`src/bfnms_pkg.sv`:
```
// ----------------------------------------------------------------------------
// bfnms_pkg: shared types and constants
// Holds the register map, the sequencer states and the register reset values
// used by the anchor filter and suppression block.
// ----------------------------------------------------------------------------
package bfnms_pkg;

    typedef enum logic [2:0] {
        ST_LOAD,
        ST_SCAN_RD,
        ST_SCAN_EV,
        ST_PICK,
        ST_EMIT
    } state_t;

    localparam logic [2:0] REG_SCORE_THRESHOLD = 3'd0;
    localparam logic [2:0] REG_MIN_SIDE        = 3'd1;
    localparam logic [2:0] REG_MAX_SIDE        = 3'd2;
    localparam logic [2:0] REG_IOU_LIMIT       = 3'd3;
    localparam logic [2:0] REG_FRAME_EXTENT    = 3'd4;

    localparam logic [15:0] RST_SCORE_THRESHOLD = 16'd45875;
    localparam logic [13:0] RST_MIN_SIDE        = 14'd410;
    localparam logic [13:0] RST_MAX_SIDE        = 14'd9216;
    localparam logic [7:0]  RST_IOU_LIMIT       = 8'd77;
    localparam logic [13:0] RST_FRAME_EXTENT    = 14'd10240;

    // One stored box: centers, sides and score.
    typedef struct packed {
        logic [13:0] cx;
        logic [13:0] cy;
        logic [13:0] w;
        logic [13:0] h;
        logic [15:0] sc;
    } box_t;

endpackage

```
`src/bfnms_iou.sv`:
```
// ----------------------------------------------------------------------------
// bfnms_iou: overlap test unit
// Decides in a sequence of steps whether box a is suppressed by box b, with one
// shared multiplier used for the intersection and both areas in turn.
// ----------------------------------------------------------------------------
module bfnms_iou
    import bfnms_pkg::*;
(
    input  logic       clk,
    input  logic       rst_n,
    input  logic       start,
    input  box_t       box_a,
    input  box_t       box_b,
    input  logic [7:0] iou_limit,
    output logic       done,
    output logic       suppressed
);

    logic [2:0]  step_reg, step_next;
    logic [15:0] iw_reg, ih_reg;
    logic [31:0] prod_reg;
    logic [31:0] inter_reg;
    logic [32:0] area_reg;
    logic [15:0] iw_c, ih_c;
    logic [15:0] mul_a, mul_b;
    logic [31:0] mul_p;
    logic signed [34:0] uni_s;
    logic [42:0] lhs, rhs;

    // Clipped intersection length on one axis, in 1/32 pixel.
    function automatic logic [15:0] overlap(input logic [13:0] ca, input logic [13:0] sa,
                                            input logic [13:0] cb, input logic [13:0] sb);
        logic signed [17:0] a_hi, a_lo, b_hi, b_lo, hi, lo, d;
        begin
            a_hi = $signed({3'b0, ca, 1'b0}) + $signed({4'b0, sa});
            a_lo = $signed({3'b0, ca, 1'b0}) - $signed({4'b0, sa});
            b_hi = $signed({3'b0, cb, 1'b0}) + $signed({4'b0, sb});
            b_lo = $signed({3'b0, cb, 1'b0}) - $signed({4'b0, sb});
            hi = (a_hi < b_hi) ? a_hi : b_hi;
            lo = (a_lo > b_lo) ? a_lo : b_lo;
            d = hi - lo;
            overlap = d[17] ? 16'd0 : d[15:0];
        end
    endfunction

    assign iw_c = overlap(box_a.cx, box_a.w, box_b.cx, box_b.w);
    assign ih_c = overlap(box_a.cy, box_a.h, box_b.cy, box_b.h);

    always_comb
    begin
        case (step_reg)
            3'd1:    begin mul_a = iw_reg;            mul_b = ih_reg;            end
            3'd2:    begin mul_a = {2'b0, box_a.w};   mul_b = {2'b0, box_a.h};   end
            default: begin mul_a = {2'b0, box_b.w};   mul_b = {2'b0, box_b.h};   end
        endcase
    end
    assign mul_p = mul_a * mul_b;

    // Areas are scaled by 4 to match the doubled coordinate span.
    assign uni_s = $signed({2'b0, area_reg}) + $signed({1'b0, prod_reg, 2'b0})
                   - $signed({3'b0, inter_reg});
    assign lhs = {3'b0, inter_reg, 8'b0};
    assign rhs = 43'(iou_limit) * 43'(uni_s[34:0]);

    always_comb
    begin
        step_next = step_reg;
        if (start)
        begin
            step_next = 3'd1;
        end
        else if (step_reg != 3'd0)
        begin
            step_next = (step_reg == 3'd5) ? 3'd0 : step_reg + 3'd1;
        end
    end

    always_ff @(posedge clk or negedge rst_n)
    begin
        if (!rst_n)
        begin
            step_reg <= 3'd0;
        end
        else
        begin
            step_reg <= step_next;
        end
    end

    always_ff @(posedge clk)
    begin
        case (step_reg)
            3'd0:    begin iw_reg <= iw_c; ih_reg <= ih_c; end
            3'd1:    inter_reg <= mul_p;
            3'd2:    area_reg <= {mul_p[30:0], 2'b0};
            3'd3:    prod_reg <= mul_p;
            3'd4:    suppressed <= !uni_s[34] && (uni_s != '0) && (lhs > rhs);
            default: ;
        endcase
    end

    assign done = (step_reg == 3'd5);

endmodule
```
`config.mk`:
```
export PLATFORM = sky130hd
export DESIGN_NAME = bfnms_iou
export DESIGN_NICKNAME = d
export VERILOG_FILES = /design/src/bfnms_pkg.sv /design/src/bfnms_iou.sv
export SDC_FILE = /design/constraint.sdc
export NUM_CORES = 2
export LEC_CHECK = 0
export BUFFER_PORTS_ARGS = -buffer_cell sky130_fd_sc_hd__buf_4
export CORE_ASPECT_RATIO = 2
export CORE_MARGIN = 2
export CORE_UTILIZATION = 36
export CTS_CLUSTER_SIZE = 24
export DETAILED_ROUTE_END_ITERATION = 6
export GPL_TIMING_DRIVEN = 0
export HOLD_SLACK_MARGIN = 0.03
export SLEW_MARGIN = 15
export SYNTH_ARGS = -nofsm -noshare
export SYNTH_HDL_FRONTEND = slang
export SYNTH_SLANG_ARGS = --single-unit
```
`constraint.sdc`:
```
create_clock -name clk -period 8.9 [get_ports clk]
set_input_delay 2.67 -clock clk [delete_from_list [all_inputs] [get_ports clk]]
set_output_delay 2.67 -clock clk [all_outputs]
set_load 0.02 [all_outputs]
```
==> metrics.log <==
INFO  metric routabilityCongestion = 1.01
INFO  metric detailed_route_wire_length_per_cell = 19.6 um
INFO  metric fill_cells = 8925
INFO  metric clk_root_buffer_cell = sky130_fd_sc_hd__clkbuf_16
INFO  metric rsz0062_at_grt = true
INFO  metric cts_tree = yes
INFO  metric cts_inserted_buffers = 25
INFO  metric grtUsageTotal = 22.8%
INFO  metric syn-cell-area = 33400 um2
INFO  metric run_status = finished with violations
INFO  metric synthesis.nets = 4894
INFO  metric finalWirelength = 107 mm
INFO  metric finalHoldWorstSlack = 560 ps
INFO  metric most_common_cell_after_layout_fill_and_taps_aside = sky130_fd_sc_hd__inv_1
INFO  metric r2r.worst_path.cells = 39
INFO  metric cts.htree.levels = 4
INFO  metric synth_seq_cells = 131
INFO  metric post-route-period-util = 108%
INFO  metric clock_skew = 27.0 ps
INFO  metric post_synth.cell_area_avg = 8.61 um2
INFO  metric grt_pass1_vias = 31200
INFO  metric crit_path_leading_delay_family = adder cells
INFO  metric hold_viol_final = 0
INFO  metric drtIter0Drc = 993
INFO  metric yosys.cell_types.count = 85
INFO  metric cp_slowest_stage_delay = 550 ps
INFO  metric finalMaxSlewViolations = 0
INFO  metric nNetsFinal = 5282
INFO  metric final_antenna_net_count = 0
INFO  metric detail_route.vias_per_cell = 5.24
INFO  metric crit_path_top_delay_cell = sky130_fd_sc_hd__fa_1
INFO  metric vias = 28600
INFO  metric critical-path-top-cell-by-count = sky130_fd_sc_hd__fa_1
INFO  metric detailed_place_hpwl = 87.6 mm
INFO  metric yosysSeqAreaShare = 11.7%
INFO  metric die-area = 95200 um2
INFO  metric final_core_util = 44.7%
INFO  metric worst-path-stages = 39
INFO  metric setup_viol = 1
INFO  metric critPathLaunchType = flip-flop
INFO  metric clock.fmax = 104 MHz
INFO  metric area_taken_by_multi_input_logic_gates = 28600 um2
INFO  metric tightest_slew = 1080 ps
INFO  metric critical_path.n_buffers_inverters = 4
INFO  metric die_width = 219 um
INFO  metric ctsLongestPathBuffers = 3
INFO  metric worst_slack = -736 ps
INFO  metric worstPathRequired = 9260 ps
INFO  metric worstSetupPathType = reg -> reg
INFO  metric timing.max_cap.violations = 0
INFO  metric buffer_ports.inserted = 122
INFO  metric synth-warning-count = 0
INFO  metric cp_data_arrival_time = 9990 ps
INFO  metric min-delay-path-class = reg -> reg
INFO  metric die_h = 434 um
INFO  metric layout-area-overhead-vs-synth = 23.0%
INFO  metric synthArstFlopShare = 2.29%
INFO  metric clkSlewWorstSetupHoldPaths = 70 ps
INFO  metric critical_path_peak_fanout = 7
INFO  metric clk_latency = 500 ps
INFO  metric fin_tns_setup = -736 ps
INFO  metric num_io_pins = 157
INFO  metric slew_headroom = 27.9%
INFO  metric synth_enable_flop_cells = 128
INFO  metric worst_setup_path_end_kind = flip-flop
INFO  metric post_synth_main_area_contributors = sky130_fd_sc_hd__fa_1, sky130_fd_sc_hd__ha_1, sky130_fd_sc_hd__edfxtp_1, sky130_fd_sc_hd__inv_1, sky130_fd_sc_hd__nand2_1
INFO  metric synth_top_area_cell = sky130_fd_sc_hd__fa_1
INFO  metric hold_depth = 2
INFO  metric grt_max_degree = 42
INFO  metric drt_pre_antenna_iters = 5
INFO  metric post-synth-top-area-fraction = 25.9%
INFO  metric timing.final.crit_period = 9640 ps
INFO  metric grt_first_pass_wirelength = 165 mm
INFO  metric area.sequential = 3920 um2
INFO  metric commonest_cells_after_routing_fill_and_taps_aside = sky130_fd_sc_hd__inv_1, sky130_fd_sc_hd__fa_1, sky130_fd_sc_hd__ha_1
INFO  metric initial_core_util = 36.4%
INFO  metric netlist_instances = 3873
INFO  metric drc = 0
INFO  metric ys_dominant_reg_cell = sky130_fd_sc_hd__edfxtp_1
INFO  metric cts_sinks = 131
INFO  metric violated_checks = negative setup slack
INFO  metric grt_antenna_before_repair = 0
INFO  metric fp-row-count = 157
INFO  metric globalRouteOverflowTotal = 0
INFO  metric fraction_of_layout_cells_with_a_size_suffix_above_1 = 20.2%
INFO  metric core-area = 91700 um2
==> logic make-up (layout without fill, tap and decap cells) <==
| family | Yosys count | after routing | share of synthesized area (%) |
|---|---|---|---|
| and+or+nand+nor | 1139 | 1139 | 16.7 |
| adders and majority gates | 866 | 866 | 42.2 |
| buffers and inverters | 851 | 1245 | 9.67 |
| AOI/OAI and AO/OA | 636 | 636 | 12.8 |
| xor gates and xnor gates | 194 | 194 | 5.15 |
| DFF | 131 | 131 | 11.7 |
| muxes | 56 | 56 | 1.73 |
| other | 0 | 1 | 0 |
==> stage by stage <==
stage          worst slack, ps  instance area, um2  cells
6_report                  -736               41000   5460
5_1_grt                   -959               41000   5459
4_1_cts                   -689               39500   5376
3_5_place_dp             -3590               36000   5206
3_3_place_gp             -3630               35800   5187
2_1_floorplan            -6.89               33400   3873
==> Yosys cell counts (45+ instances only) <==
| master | count |
|---|---|
| sky130_fd_sc_hd__a21o_1 | 56 |
| sky130_fd_sc_hd__mux2i_1 | 45 |
| sky130_fd_sc_hd__a21oi_1 | 207 |
| sky130_fd_sc_hd__o21ai_0 | 88 |
| sky130_fd_sc_hd__inv_1 | 744 |
| sky130_fd_sc_hd__clkbuf_1 | 90 |
| sky130_fd_sc_hd__and2_1 | 207 |
| sky130_fd_sc_hd__nand2_1 | 346 |
| sky130_fd_sc_hd__edfxtp_1 | 128 |
| sky130_fd_sc_hd__nand3_1 | 48 |
| sky130_fd_sc_hd__fa_1 | 432 |
| sky130_fd_sc_hd__xor2_1 | 53 |
| sky130_fd_sc_hd__xnor2_1 | 140 |
| sky130_fd_sc_hd__nor2_1 | 237 |
| sky130_fd_sc_hd__nor3_1 | 88 |
| sky130_fd_sc_hd__ha_1 | 434 |
==> final timing paths <==
kind / to / startpoint / slack, ps
hold reg to reg: step_reg[1] / step_reg[0] / 560
max in group asynchronous: step_reg[1] / rst_n / 6860
min in group asynchronous: step_reg[2] / rst_n / 1940
hold / removal: step_reg[1] / step_reg[0] / 560
setup / recovery: suppressed / inter_reg[5] / -740
setup reg to reg: suppressed / inter_reg[5] / -740
==> metal layers <==
layer	track usage [%]	part of all wire [%]
met1	19.1	30
met2	44.7	54
met3	2.72	3.5
met4	21.8	12
met5	0	0
==> worst register-to-register path: cells and delay by family, from the launching register on <==
kind | cells | cell delay [ps]
flops | 1 | 430
xor+xnor | 2 | 350
compound gates | 9 | 2130
buf+inv | 4 | 300
fa+ha+maj | 8 | 3360
simple gates | 16 | 2940
==> cell type report <==
cell class              count  area share [%]
multi-input cells        2891            69.7
flip-flops and latches    131            9.55
repair buffers            365            7.05
inverters                 745            6.89
well taps                1192            3.64
clock buffers              27            1.57
plain buffers             102            1.56
clock inverters             6          0.0610
diodes                      1         0.00610
==> what timing repair did <==
item / in CTS / in global routing
buffers inserted: 140 / 83
setup endpoints to repair: 68 / 47
hold buffers: 0 / 0
gates resized for setup: 380 / 216
pin swaps: 148 / 184
endpoints found under the hold margin: 0 / 0
cloned: 1 / 0
Power is not shown: default switching activity piles up to over one toggle a cycle in this logic, so the estimate is an artifact.
